===== src/design/gzhs_pkg.sv =====
// gzhs_pkg: types, codes and helpers shared by the gzip header stripper.
// No dependencies; used by gzhs_parser and gzip_header_stripper.

package gzhs_pkg;

	typedef enum logic [3:0] {
		PH_FIXED   = 4'd0,
		PH_XLO     = 4'd1,
		PH_XHI     = 4'd2,
		PH_XDATA   = 4'd3,
		PH_NAME    = 4'd4,
		PH_COMMENT = 4'd5,
		PH_HCRC    = 4'd6,
		PH_PAYLOAD = 4'd7,
		PH_DROP    = 4'd8
	} phase_t;

	typedef enum logic [1:0] {
		KIND_PAYLOAD = 2'd0,
		KIND_BAD_HDR = 2'd1,
		KIND_TRUNC   = 2'd2
	} kind_t;

	typedef struct packed {
		logic       valid;
		kind_t      kind;
		logic [7:0] payload;
		logic       end_mark;
	} result_t;

	localparam logic [7:0]  FL_HCRC        = 8'h02;
	localparam logic [7:0]  FL_EXTRA       = 8'h04;
	localparam logic [7:0]  FL_NAME        = 8'h08;
	localparam logic [7:0]  FL_COMMENT     = 8'h10;
	localparam logic [7:0]  FL_RESV        = 8'he0;
	localparam logic [15:0] FIXED_LEN      = 16'd10;
	localparam logic [15:0] METHOD_POS     = 16'd2;
	localparam logic [15:0] FLAGS_POS      = 16'd3;
	localparam logic [15:0] HCRC_LEN       = 16'd2;
	localparam logic [7:0]  METHOD_DEFLATE = 8'd8;

	// First optional section at or after 'from' that the flags select.
	function automatic phase_t enter_section(input phase_t from, input logic [7:0] flags);
		phase_t ph;
		ph = PH_PAYLOAD;
		if (from <= PH_HCRC && (flags & FL_HCRC) != 8'd0)
			ph = PH_HCRC;
		if (from <= PH_COMMENT && (flags & FL_COMMENT) != 8'd0)
			ph = PH_COMMENT;
		if (from <= PH_NAME && (flags & FL_NAME) != 8'd0)
			ph = PH_NAME;
		if (from <= PH_XLO && (flags & FL_EXTRA) != 8'd0)
			ph = PH_XLO;
		return ph;
	endfunction

endpackage


===== src/design/gzip_header_stripper.sv =====
// gzip_header_stripper: top level; input register, parser, result register.
// Depends on gzhs_pkg and gzhs_parser.
//
//   channel   | handshake             | payload
//   ----------+-----------------------+-----------------------------
//   input     | in_valid / in_ready   | in_byte, in_last
//   result    | out_valid / out_ready | kind, payload, end_mark
//
// One byte per cycle when results are taken; input register, parser, result register.
// The phase update is one step of the parser between the input and result registers.
// A byte that gives no result still waits for a free result register to advance.
// Reset (arst_n low) returns to the fixed header phase and empties both registers.
// A stalled result only holds off the input once the input register is also full.

module gzip_header_stripper (
	input  logic       clk,
	input  logic       arst_n,
	input  logic       in_valid,
	output logic       in_ready,
	input  logic [7:0] in_byte,
	input  logic       in_last,
	output logic       out_valid,
	input  logic       out_ready,
	output logic [1:0] kind,
	output logic [7:0] payload,
	output logic       end_mark
);

	logic              v_s1;
	logic [7:0]        byte_s1;
	logic              last_s1;
	logic              adv;
	gzhs_pkg::result_t res;
	logic              out_valid_q;
	gzhs_pkg::kind_t   kind_q;
	logic [7:0]        payload_q;
	logic              end_mark_q;

	assign adv      = v_s1 && (!out_valid_q || out_ready);
	assign in_ready = !v_s1 || adv;

	always_ff @(posedge clk or negedge arst_n) begin
		if (!arst_n) begin
			v_s1 <= 1'b0;
		end else if (in_valid && in_ready) begin
			v_s1 <= 1'b1;
		end else if (adv) begin
			v_s1 <= 1'b0;
		end
	end

	always_ff @(posedge clk) begin
		if (in_valid && in_ready) begin
			byte_s1 <= in_byte;
			last_s1 <= in_last;
		end
	end

	gzhs_parser u_parser (
		.clk     (clk),
		.arst_n  (arst_n),
		.go      (adv),
		.in_byte (byte_s1),
		.in_last (last_s1),
		.res     (res)
	);

	always_ff @(posedge clk or negedge arst_n) begin
		if (!arst_n) begin
			out_valid_q <= 1'b0;
		end else if (adv) begin
			out_valid_q <= res.valid;
		end else if (out_ready) begin
			out_valid_q <= 1'b0;
		end
	end

	always_ff @(posedge clk) begin
		if (adv && res.valid) begin
			kind_q     <= res.kind;
			payload_q  <= res.payload;
			end_mark_q <= res.end_mark;
		end
	end

	assign out_valid = out_valid_q;
	assign kind      = kind_q;
	assign payload   = payload_q;
	assign end_mark  = end_mark_q;

endmodule


===== src/design/gzhs_parser.sv =====
// gzhs_parser: header phase state and the per-byte step logic.
// Depends on gzhs_pkg. Produces at most one result per advanced byte.

module gzhs_parser (
	input  logic              clk,
	input  logic              arst_n,
	input  logic              go,
	input  logic [7:0]        in_byte,
	input  logic              in_last,
	output gzhs_pkg::result_t res
);

	gzhs_pkg::phase_t phase_q, phase_n;
	logic [15:0]      cnt_q, cnt_n;
	logic [7:0]       flags_q, flags_n;
	logic [7:0]       xlo_q, xlo_n;
	logic             err;
	logic             in_hdr;

	always_ff @(posedge clk or negedge arst_n) begin
		if (!arst_n) begin
			phase_q <= gzhs_pkg::PH_FIXED;
			cnt_q   <= 16'd0;
			flags_q <= 8'd0;
			xlo_q   <= 8'd0;
		end else if (go) begin
			phase_q <= phase_n;
			cnt_q   <= cnt_n;
			flags_q <= flags_n;
			xlo_q   <= xlo_n;
		end
	end

	always_comb begin
		phase_n = phase_q;
		cnt_n   = cnt_q;
		flags_n = flags_q;
		xlo_n   = xlo_q;
		err     = 1'b0;
		in_hdr  = (phase_q != gzhs_pkg::PH_PAYLOAD) && (phase_q != gzhs_pkg::PH_DROP);
		res     = '{valid: 1'b0, kind: gzhs_pkg::KIND_PAYLOAD, payload: 8'd0,
			end_mark: in_last};

		case (phase_q)
			gzhs_pkg::PH_PAYLOAD: begin
				res.valid   = 1'b1;
				res.payload = in_byte;
			end
			gzhs_pkg::PH_DROP: begin
				res.valid = 1'b0;
			end
			gzhs_pkg::PH_FIXED: begin
				if (cnt_q == gzhs_pkg::METHOD_POS && in_byte != gzhs_pkg::METHOD_DEFLATE) begin
					err = 1'b1;
				end else begin
					if (cnt_q == gzhs_pkg::FLAGS_POS) begin
						flags_n = in_byte;
						err     = (in_byte & gzhs_pkg::FL_RESV) != 8'd0;
					end
					cnt_n = 16'(cnt_q + 16'd1);
					if (cnt_n >= gzhs_pkg::FIXED_LEN)
						phase_n = gzhs_pkg::enter_section(gzhs_pkg::PH_XLO, flags_n);
				end
			end
			gzhs_pkg::PH_XLO: begin
				xlo_n   = in_byte;
				phase_n = gzhs_pkg::PH_XHI;
			end
			gzhs_pkg::PH_XHI: begin
				cnt_n = {in_byte, xlo_q};
				if (cnt_n == 16'd0)
					phase_n = gzhs_pkg::enter_section(gzhs_pkg::PH_NAME, flags_q);
				else
					phase_n = gzhs_pkg::PH_XDATA;
			end
			gzhs_pkg::PH_XDATA: begin
				cnt_n = 16'(cnt_q - 16'd1);
				if (cnt_n == 16'd0)
					phase_n = gzhs_pkg::enter_section(gzhs_pkg::PH_NAME, flags_q);
			end
			gzhs_pkg::PH_NAME: begin
				if (in_byte == 8'd0)
					phase_n = gzhs_pkg::enter_section(gzhs_pkg::PH_COMMENT, flags_q);
			end
			gzhs_pkg::PH_COMMENT: begin
				if (in_byte == 8'd0)
					phase_n = gzhs_pkg::enter_section(gzhs_pkg::PH_HCRC, flags_q);
			end
			gzhs_pkg::PH_HCRC: begin
				cnt_n = 16'(cnt_q + 16'd1);
				if (cnt_n >= gzhs_pkg::HCRC_LEN)
					phase_n = gzhs_pkg::PH_PAYLOAD;
			end
			default: begin
				phase_n = gzhs_pkg::PH_DROP;
			end
		endcase

		// CRC bytes are counted from zero on entry
		if (phase_n == gzhs_pkg::PH_HCRC && phase_q != gzhs_pkg::PH_HCRC)
			cnt_n = 16'd0;

		if (in_hdr && err) begin
			res.valid = 1'b1;
			res.kind  = gzhs_pkg::KIND_BAD_HDR;
			phase_n   = gzhs_pkg::PH_DROP;
		end else if (in_hdr && in_last) begin
			// stream ended inside the header, even on its final byte
			res.valid = 1'b1;
			res.kind  = gzhs_pkg::KIND_TRUNC;
		end

		if (in_last) begin
			phase_n = gzhs_pkg::PH_FIXED;
			cnt_n   = 16'd0;
			flags_n = 8'd0;
			xlo_n   = 8'd0;
		end
	end

	a_bad_drops: assert property (@(posedge clk) disable iff (!arst_n)
		go && res.valid && res.kind == gzhs_pkg::KIND_BAD_HDR && !in_last
		|=> phase_q == gzhs_pkg::PH_DROP)
		else $error("bad header did not enter drop phase");

	a_last_resets: assert property (@(posedge clk) disable iff (!arst_n)
		go && in_last |=> phase_q == gzhs_pkg::PH_FIXED && cnt_q == 16'd0 && flags_q == 8'd0)
		else $error("state not cleared after last byte");

	a_drop_silent: assert property (@(posedge clk) disable iff (!arst_n)
		phase_q == gzhs_pkg::PH_DROP |-> !res.valid)
		else $error("result produced while dropping");

	a_payload_kind: assert property (@(posedge clk) disable iff (!arst_n)
		res.valid && res.kind != gzhs_pkg::KIND_PAYLOAD |-> res.payload == 8'd0)
		else $error("non-zero payload on error result");

endmodule

===== config.mk =====
export PLATFORM = sky130hd
export DESIGN_NAME = gzip_header_stripper
export DESIGN_NICKNAME = d
export VERILOG_FILES = /design/src/design/gzhs_pkg.sv /design/src/design/gzip_header_stripper.sv /design/src/design/gzhs_parser.sv
export SDC_FILE = /design/constraint.sdc
export NUM_CORES = 1
export LEC_CHECK = 0
export BUFFER_PORTS_ARGS = -buffer_cell sky130_fd_sc_hd__buf_2
export CAP_MARGIN = 20
export CORE_ASPECT_RATIO = 1.75
export CORE_MARGIN = 2
export CORE_UTILIZATION = 57
export DETAILED_ROUTE_END_ITERATION = 10
export PLACE_DENSITY_LB_ADDON = 0.3
export SLEW_MARGIN = 10
export SYNTH_ARGS = -nofsm -noshare
export SYNTH_HDL_FRONTEND = slang
export SYNTH_SLANG_ARGS = --single-unit

===== constraint.sdc =====
create_clock -name clk -period 6.2 [get_ports clk]
set_input_delay 0.31 -clock clk [delete_from_list [all_inputs] [get_ports clk]]
set_output_delay 0.31 -clock clk [all_outputs]
set_load 0.03 [all_outputs]

==> results of run 1 <==
## kinds of logic (layout without fill, tap and decap cells)
family	count (synthesis)	count (layout)	synth area share, %
XOR/XNOR	9	9	2.04
AND/OR/NAND/NOR	189	189	26.7
adder cells (fa/ha/maj)	4	4	1.30
AO/OA/AOI/OAI	146	146	25.4
buffers and inverters	57	54	6.45
flip-flops	54	54	37.6
multiplexers	2	2	0.518
## layout make-up
type | count | share of cell area (%)
Clock inverter | 3 | 1.19
Tap cell | 82 | 2.49
Inverter | 16 | 1.46
Sequential cell | 54 | 35.3
Timing Repair Buffer | 30 | 4.01
Multi-Input combinational cell | 350 | 52.5
Clock buffer | 5 | 3.04
## synthesized netlist by cell type (5+ instances only)
library cell	count	area, um^2
edfxtp_1	20	601
inv_1	16	60.1
nand2_1	35	131
a21oi_1	29	145
a22o_1	10	87.6
nand4_1	13	81.3
a22oi_1	7	52.6
nor2_1	49	184
buf_2	7	35.0
nor4_1	16	100
o22ai_1	20	125
o21ai_0	27	135
nand3_1	10	50.1
nor3_1	19	95.1
nand2b_1	6	37.5
and2_1	6	37.5
and3_1	6	37.5
a31oi_1	13	81.3
clkbuf_1	26	97.6
dfrtp_1	34	851
xnor2_1	5	43.8
## layer usage
layer / vias up / track usage, %
li1: 1719 / -
met1: 1807 / 39.4
met3: 79 / 4.27
met4: 0 / 26.0
met5: - / 0
met2: 243 / 56.3
## flip-flops by register name, indices dropped and copies added (netlist names)
signal            cells
byte_s1               8
end_mark              1
out_valid             1
u_parser.flags_q      4
u_parser.phase_q      4
payload               8
u_parser.xlo_q        8
last_s1               1
kind                  2
u_parser.cnt_q       16
v_s1                  1
## per-stage QoR
step	hold WS [ps]	cells	setup WS [ps]	utilization, %	total power, W
3_5_place_dp	444	531	2300	60.2	0.00186
5_1_grt	160	540	1590	62.9	0.00239
2_1_floorplan	14.4	461	3220	-	0.00165
3_3_place_gp	435	530	2290	60.0	0.00184
6_report	96.8	540	2140	62.9	0.00225
4_1_cts	128	539	2270	62.8	0.00220
## power groups by stage
| stage | clock network [W] | logic [W] | registers (W) |
|---|---|---|---|
| after floorplan | 0 | 0.00108 | 0.000574 |
| after global placement | 0 | 0.00117 | 0.000669 |
| after detailed placement | 0 | 0.00119 | 0.000674 |
| after CTS | 0.000332 | 0.00120 | 0.000668 |
| after global routing | 0.000341 | 0.00136 | 0.000694 |
| final | 0.000331 | 0.00124 | 0.000679 |
## worst max-delay path by stage
stage	from	slack, ps	endpoint
5_1_grt	u_parser.cnt_q[0]	1590	u_parser.cnt_q[10]
4_1_cts	u_parser.cnt_q[0]	2270	u_parser.cnt_q[6]
2_1_floorplan	u_parser.cnt_q[0]	3220	u_parser.cnt_q[0]
3_5_place_dp	u_parser.cnt_q[0]	2300	u_parser.cnt_q[7]
6_report	u_parser.cnt_q[0]	2140	u_parser.cnt_q[7]
3_3_place_gp	u_parser.cnt_q[0]	2290	u_parser.cnt_q[9]
==> metrics.txt, run 1 <==
Sw Ratio=50.1%; Max VDD drop=0.360 mV; Comb pwr share=55.0%; slowest stage delay, CP=~660 ps; Die W=66.2 um; Yosys reg bits=54; r2r setup slk=2140 ps; Post-CTS Resized=0; DP Area=0.00393 mm^2; Met1 Wirelength=4110 um; Cell Area, Synth=0.00386 mm^2; Clock Skews=between 7 and 8 ps; P per Cell Area=546 mW/mm^2; post-route design area=0.00412 mm^2; Port Buf Inserts=25; initial antenna violation count=0; Reg area=0.00145 mm^2; worst endpoint required time=6360 ps; slew of the pin with the lowest slew margin=922 ps; asr flop ratio synth=a little over three fifths; Slew Limit Fails=0; core area=0.00654 mm^2; most frequent cells in the layout=nor2_1 (49), nand2_1 (35), dfrtp_1 (34); fillcell total=587; Starting Density=59.1%; Synthesis Warnings=0; vias in the first global route=3,748; stages on the worst setup path=10; Reg power frac=30.2%; CTS tree=done; DR WL/cell=22.1 um; drt first pass iters=5; synth-to-layout area growth=6.54%; Worst path most repeated cell=o22ai_1; Netlist cell types=71; Num CTS Buffers=5; nets=474; Setup TNS=0 ps; share of cells above drive strength 1=12.2%; Root Buffer=clkbuf_16; first-pass GRT wire length=slightly below 20,000 um; die area=0.00748 mm^2; GRT Overall Usage=34.3%; Multi-input gate area=0.00216 mm^2; r2r startpoint=u_parser.cnt_q[0]; routability cong.=0.999; Post-CTS Setup Bufs=0; outcome=finished clean; Mapped Nets=478; total gr overflow=0; syn_area_per_cell=8.38 um^2; DR iter-0 viols=approximately 600; WL final=11,900 um; clock latency on the worst-skew pair=300 ps; Num Clock Sinks=between 50 and 60; RSZ-0062 raised after global routing=false; worst hold path type=in2async; register area share after synthesis=around 38%; vias=roughly 3,800; EDFF count, synth=20; CTS H-tree depth=2; Worst Path Buf+Inv=0; Cell Int Power=0.00112 W; Setup CP Type=reg2reg; Via density=about 7.1; critical path arrival=4210 ps; MaxCap Viol Count=0; reg-to-reg endpoint=u_parser.cnt_q[7]; Die Span Y=113 um; CP Max Fanout=16; cells after synthesis=461; period utilisation layout=65.4%; pin count of the biggest net entering global routing=35; Leakage=1.61 nW; worst r2r path cells=10; DRC=0; critical-path cell list=ha_1 -> nand3_1 -> nor4_1 -> o22ai_1 -> a21oi_1 -> a31oi_1 -> o21ai_0 -> nand4_2 -> nor3_4 -> o22ai_1; Startpoint Class=flop; met2 wire length=5950 um; WL met3=807 um; Ports=26; antenna-violating nets left=0; Worst-path clk slew=80 ps; CP delay by family, top=simple AND/OR/NAND/NOR gates; DPL Wire Length=between 8000 and 9000 um; diode count=0; final hold viol count=0; Clock Power Share=~15%; Clock Tree Buf Depth=2; max frequency=approximately 250 MHz; Top Layer Used=met4; top_reg_cell synth=dfrtp_1; Setup crit end kind=flop; Finish-stage setup viols=0; row cnt=39; most common cell after layout, fill and taps aside=nor2_1; Net Switching=0.00113 W; # hold bufs at CTS=0; max_slew headroom=a little under two fifths; post-layout min period=~4000 ps; CP max-delay cell=dfrtp_1
Power figures use the tool's default switching activity.
==> run 2: changes to the inputs <==
Settings changed: CORE_UTILIZATION 57 to 55.
Clock period 6.2 ns to 3.3 ns, I/O delays scaled along.
==> metrics.txt, run 2 (synthesis gave the netlist of run 1 again) <==
Worst Slack Setup Final=267 ps; pre-CTS setup slack=268 ps; MaxCap Viol Count=0; core area=0.00686 mm^2; GRT Overall Usage=between 30% and 40%; Num CTS Buffers=5; total gr overflow=0; Die W=roughly 67 um; row cnt=40; Post-CTS Setup Bufs=0; most frequent cells in the layout=nor2_1 (49), nand2_1 (35), dfrtp_1 (34); total power=0.00439 W; Clock Skews=between 4 and 5 ps; nets=502; slew of the pin with the lowest slew margin=approximately 830 ps; Leakage=1.75 nW; Setup TNS=0 ps; r2r setup slk=270 ps; max frequency=~330 MHz; vias=3,908; P per Cell Area=1010 mW/mm^2; pin count of the biggest net entering global routing=35; Num Clock Sinks=54; diode count=0; DRC=0; max FFs per register=16; WL final=12,200 um; final hold viol count=0; Ports=26; Slew Limit Fails=0; DR iter-0 viols=449; fillcell total=601; Layout Cells excl Fill=570; Worst-path clk slew=about 80 ps; most common cell after layout, fill and taps aside=nor2_1; r2r startpoint=u_parser.cnt_q[0]; Via density=6.86; CP Max Fanout=14; clock latency on the worst-skew pair=300 ps; drt first pass iters=5; Finish-stage setup viols=0; met1 Use GR=39.1%; global route hottest layer=met2; Reg area=about 0.0015 mm^2; critical path arrival=3250 ps; Worst Setup EP=u_parser.cnt_q[15]; CTS tree=done; Startpoint Class=flop; Setup CP Type=reg2reg; antenna-violating nets left=0; vias in the first global route=3,867; Die Span Y=115 um; worst hold path type=in2reg; outcome=finished clean; Worst Setup SP=u_parser.cnt_q[0]; initial antenna violation count=0; reg-to-reg endpoint=u_parser.cnt_q[15]; Root Buffer=clkbuf_16; Port Buf Inserts=25; CTS H-tree depth=2; met3 usage=about 5.3%; Clock Tree Buf Depth=2; DR WL/cell=21.4 um; Starting Density=56.3%; die area=0.00773 mm^2; period utilisation layout=91.9%; Top reg by flops=u_parser.cnt_q; WHS=approximately 39 ps; synth-to-layout area growth=12.3%; worst r2r path cells=12; RSZ-0062 raised after global routing=false; Setup crit end kind=flop; Multi-input gate area=between 0.002 and 0.0025 mm^2; worst endpoint required time=3520 ps; routability cong.=1.02; share of cells above drive strength 1=roughly 17%; max_slew headroom=between 40% and 50%; first-pass GRT wire length=19,900 um; DPL Wire Length=8910 um; post-layout min period=3030 ps; placed insts=561; M2 GR Usage=about three fifths; Max VDD drop=0.763 mV
## run 2: cell count changes in the layout (fill, tap and decap cells not counted)
cell / before / now
nor3_2: 1 / 2
clkinvlp_4: 1 / 0
nor3_1: 19 / 18
clkdlybuf4s18_2: 1 / 0
buf_4: 4 / 30
bufinv_16: 1 / 0
dlygate4sd3_1: 0 / 1
buf_12: 0 / 2
clkinv_4: 0 / 2
## run 2: power breakdown
part / switching (W) / internal, W
clock network: 0.000264 / 0.000290
registers: 0.000257 / 0.000883
logic: 0.00165 / 0.00105
total: 0.00217 / 0.00222
## run 2: layout make-up
type / count / share of cell area (%)
Timing Repair Buffer: 58 / 9.23
Inverter: 16 / 1.38
Multi-Input combinational cell: 350 / 50.0
Clock inverter: 3 / 0.663
Sequential cell: 54 / 33.5
Clock buffer: 5 / 2.88
Tap cell: 84 / 2.42
## run 2: worst min-delay path by stage
| stage | from | to | slack [ps] | cells past startpoint |
|---|---|---|---|---|
| 6_report | in_byte[7] | byte_s1[7] | 40 | 1 |
| 5_1_grt | in_byte[7] | byte_s1[7] | 30 | 1 |
| 4_1_cts | in_byte[7] | byte_s1[7] | 40 | 1 |
| 3_5_place_dp | arst_n | u_parser.xlo_q[6] | 320 | 1 |
| 3_3_place_gp | arst_n | u_parser.xlo_q[7] | 310 | 1 |
| 2_1_floorplan | arst_n | out_valid | -130 | 0 |
## run 2: critical path: stages, from the launching register on
cell and delay [ps]:
dfrtp_1 350, buf_4 220, ha_1 220, nand3_1 200, nor4_1 430, o22ai_1 150, a21oi_1 250, a31oi_1 210
a21o_1 230, o21ai_2 240, o211ai_4 120, buf_12 170, o22ai_1 170
## run 2: repair_timing
item | in CTS | in global routing
gates resized for setup | 0 | 1
hold buffers | 1 | 0
endpoints found under the setup margin | 0 | 12
endpoints found under the hold margin | 31 | 0
## run 2: through the flow
| stage | util [%] | area [um^2] |
|---|---|---|
| finish | 63.3 | 4340 |
| global route | 63.3 | 4340 |
| CTS | 63.2 | 4330 |
| detailed placement | 60.8 | 4170 |
| global placement | 60.8 | 4170 |
| floorplan | - | 3860 |
## run 2: metal layers
| metal | vias up | routed length (um) |
|---|---|---|
| met4 | 0 | 885 |
| met5 | - | 0 |
| met3 | 66 | 779 |
| met1 | 1858 | 4280 |
| li1 | 1783 | - |
| met2 | 201 | 6240 |
==> run 3: changes to the inputs <==
Settings changed: SETUP_SLACK_MARGIN set to 0.5.
Clock period 3.3 ns to 2.7 ns, I/O delays scaled along.
==> metrics.txt, run 3 (synthesis gave the netlist of run 1 again) <==
outcome=complete, but fails checks; violated checks=negative setup slack; Via density=6.82; max frequency=351 MHz; DPL Wire Length=10,100 um; first-pass GRT wire length=21,800 um; Finish-stage setup viols=16; Worst Setup SP=u_parser.cnt_q[0]; pin count of the biggest net entering global routing=35; r2r setup slk=-150 ps; slew of the pin with the lowest slew margin=slightly above 800 ps; Starting Density=56.3%; vias=4,355; most frequent cells in the layout=buf_4 (85), nor2_1 (43), nand2_1 (34); worst hold path type=in2reg; routability cong.=about 1.0; CTS tree=done; Ports=26; DRC=0; Num CTS Buffers=5; WL final=14,100 um; core area=~0.007 mm^2; worst r2r path cells=13; Slew Limit Fails=0; Worst Slack Setup Final=-153 ps; Net Switching=0.00315 W; share of cells above drive strength 1=33.7%; post-route design area=0.00515 mm^2; Setup crit end kind=flop; Reg power frac=~19%; CP Max Fanout=14; Die Span Y=115 um; Setup CP Type=reg2reg; Worst-path clk slew=roughly 70 ps; Leakage=2.14 nW; nets=571; max_slew headroom=45.3%; total power=0.00691 W; Cell Int Power=0.00376 W; period utilisation layout=106%; Layout Cells excl Fill=639; Clock Tree Buf Depth=2; initial antenna violation count=0; synth-to-layout area growth=33.3%; max FFs per register=16; MaxCap Viol Count=0; total gr overflow=0; RSZ-0062 raised after global routing=true; most common cell after layout, fill and taps aside=buf_4; P per Cell Area=1340 mW/mm^2; r2r startpoint=u_parser.cnt_q[0]; post-layout min period=2850 ps; Num Clock Sinks=54; final hold viol count=0; Startpoint Class=flop; Clock Power Share=between 10 and 15%; worst endpoint required time=~2900 ps; Max VDD drop=around 0.80 mV; Clock Skews=between 6 and 7 ps; DP Area=0.00461 mm^2; GRT Overall Usage=38.6%; Comb pwr share=69.6%; critical path arrival=3070 ps; antenna-violating nets left=0; reg-to-reg endpoint=u_parser.cnt_q[1]; vias in the first global route=between 4,000 and 5,000; CTS H-tree depth=2; placed insts=613; DR WL/cell=22.0 um; Worst Setup EP=u_parser.cnt_q[1]; Port Buf Inserts=25; DR iter-0 viols=around 370; diode count=0; die area=0.00773 mm^2; drt first pass iters=8; Top reg by flops=u_parser.cnt_q; Root Buffer=clkbuf_16; row cnt=40; clock latency on the worst-skew pair=300 ps; Sw Ratio=between 40 and 50%; Die W=67.3 um
-- run 3: cell count changes in the layout (fill, tap and decap cells not counted), sizes merged --
cell         before  now
buf              57  125
bufinv            0    1
clkinv            2    0
clkinvlp          0    1
dlygate4sd3       1    2
-- run 3: cell type report --
| cell class | count | area, um^2 |
|---|---|---|
| fill | 506 | 1710 |
| tap | 84 | 105 |
| clock inverter | 3 | 48.8 |
| inverter | 16 | 65.1 |
| multi-input combinational | 350 | 2360 |
| sequential | 54 | 1460 |
| timing repair buffer | 127 | 987 |
| clock buffer | 5 | 125 |
-- run 3: power groups by stage --
stage	Combinational [W]	Clock [W]	Sequential, W
after global placement	0.00390	0	0.00132
after floorplan	0.00260	0	0.00132
after CTS	0.00451	0.000765	0.00131
after detailed placement	0.00397	0	0.00133
after global routing	0.00508	0.000792	0.00136
final	0.00481	0.000758	0.00134
-- run 3: metal layers --
metal  wire length [um]  track usage (%)  vias up
met5                  0                0        -
met2               7210             64.4      304
met1               4620             41.6     2036
met3               1080             6.85       91
met4               1150             30.7        0
li1                   -                -     1924
-- run 3: critical path: stages (launching register included) --
cell and delay, ps:
dfrtp_2 450, ha_1 250, nand3_2 130, buf_4 170, nor4_2 250, o22ai_1 120, a21oi_1 160, buf_4 150
a31oi_4 100, a211o_1 390, nand4_4 150, o211ai_4 90, buf_12 180, o22ai_1 170
-- run 3: worst min path at each step --
| stage | from | end | cells after the start | slack (ps) |
|---|---|---|---|---|
| finish | in_byte[4] | byte_s1[4] | 1 | 7 |
| global route | in_byte[4] | byte_s1[4] | 1 | 0.4 |
| CTS | in_byte[6] | byte_s1[6] | 1 | 5 |
| detailed placement | arst_n | u_parser.xlo_q[5] | 1 | 270 |
| global placement | arst_n | u_parser.cnt_q[7] | 1 | 260 |
| floorplan | arst_n | out_valid | 0 | -160 |
-- run 3: what timing repair did --
action / in CTS / in global routing
setup buffers: 11 / 5
endpoints found under the hold margin: 34 / 1
hold buffers: 1 / 1
endpoints found under the setup margin: 36 / 36
gates resized for setup: 41 / 16
pin swaps: 11 / 3
-- run 3: stage by stage --
step	utilization (%)	TNS, ps	setup slack, ps	hold WS [ps]
after detailed placement	67.2	-4980	-334	265
final	75.1	-2030	-153	7.23
after CTS	73.4	-979	-84.8	5.31
after global routing	75.1	-3350	-232	0.384
after global placement	67.2	-4250	-284	260
after floorplan	-	-2680	-206	-161
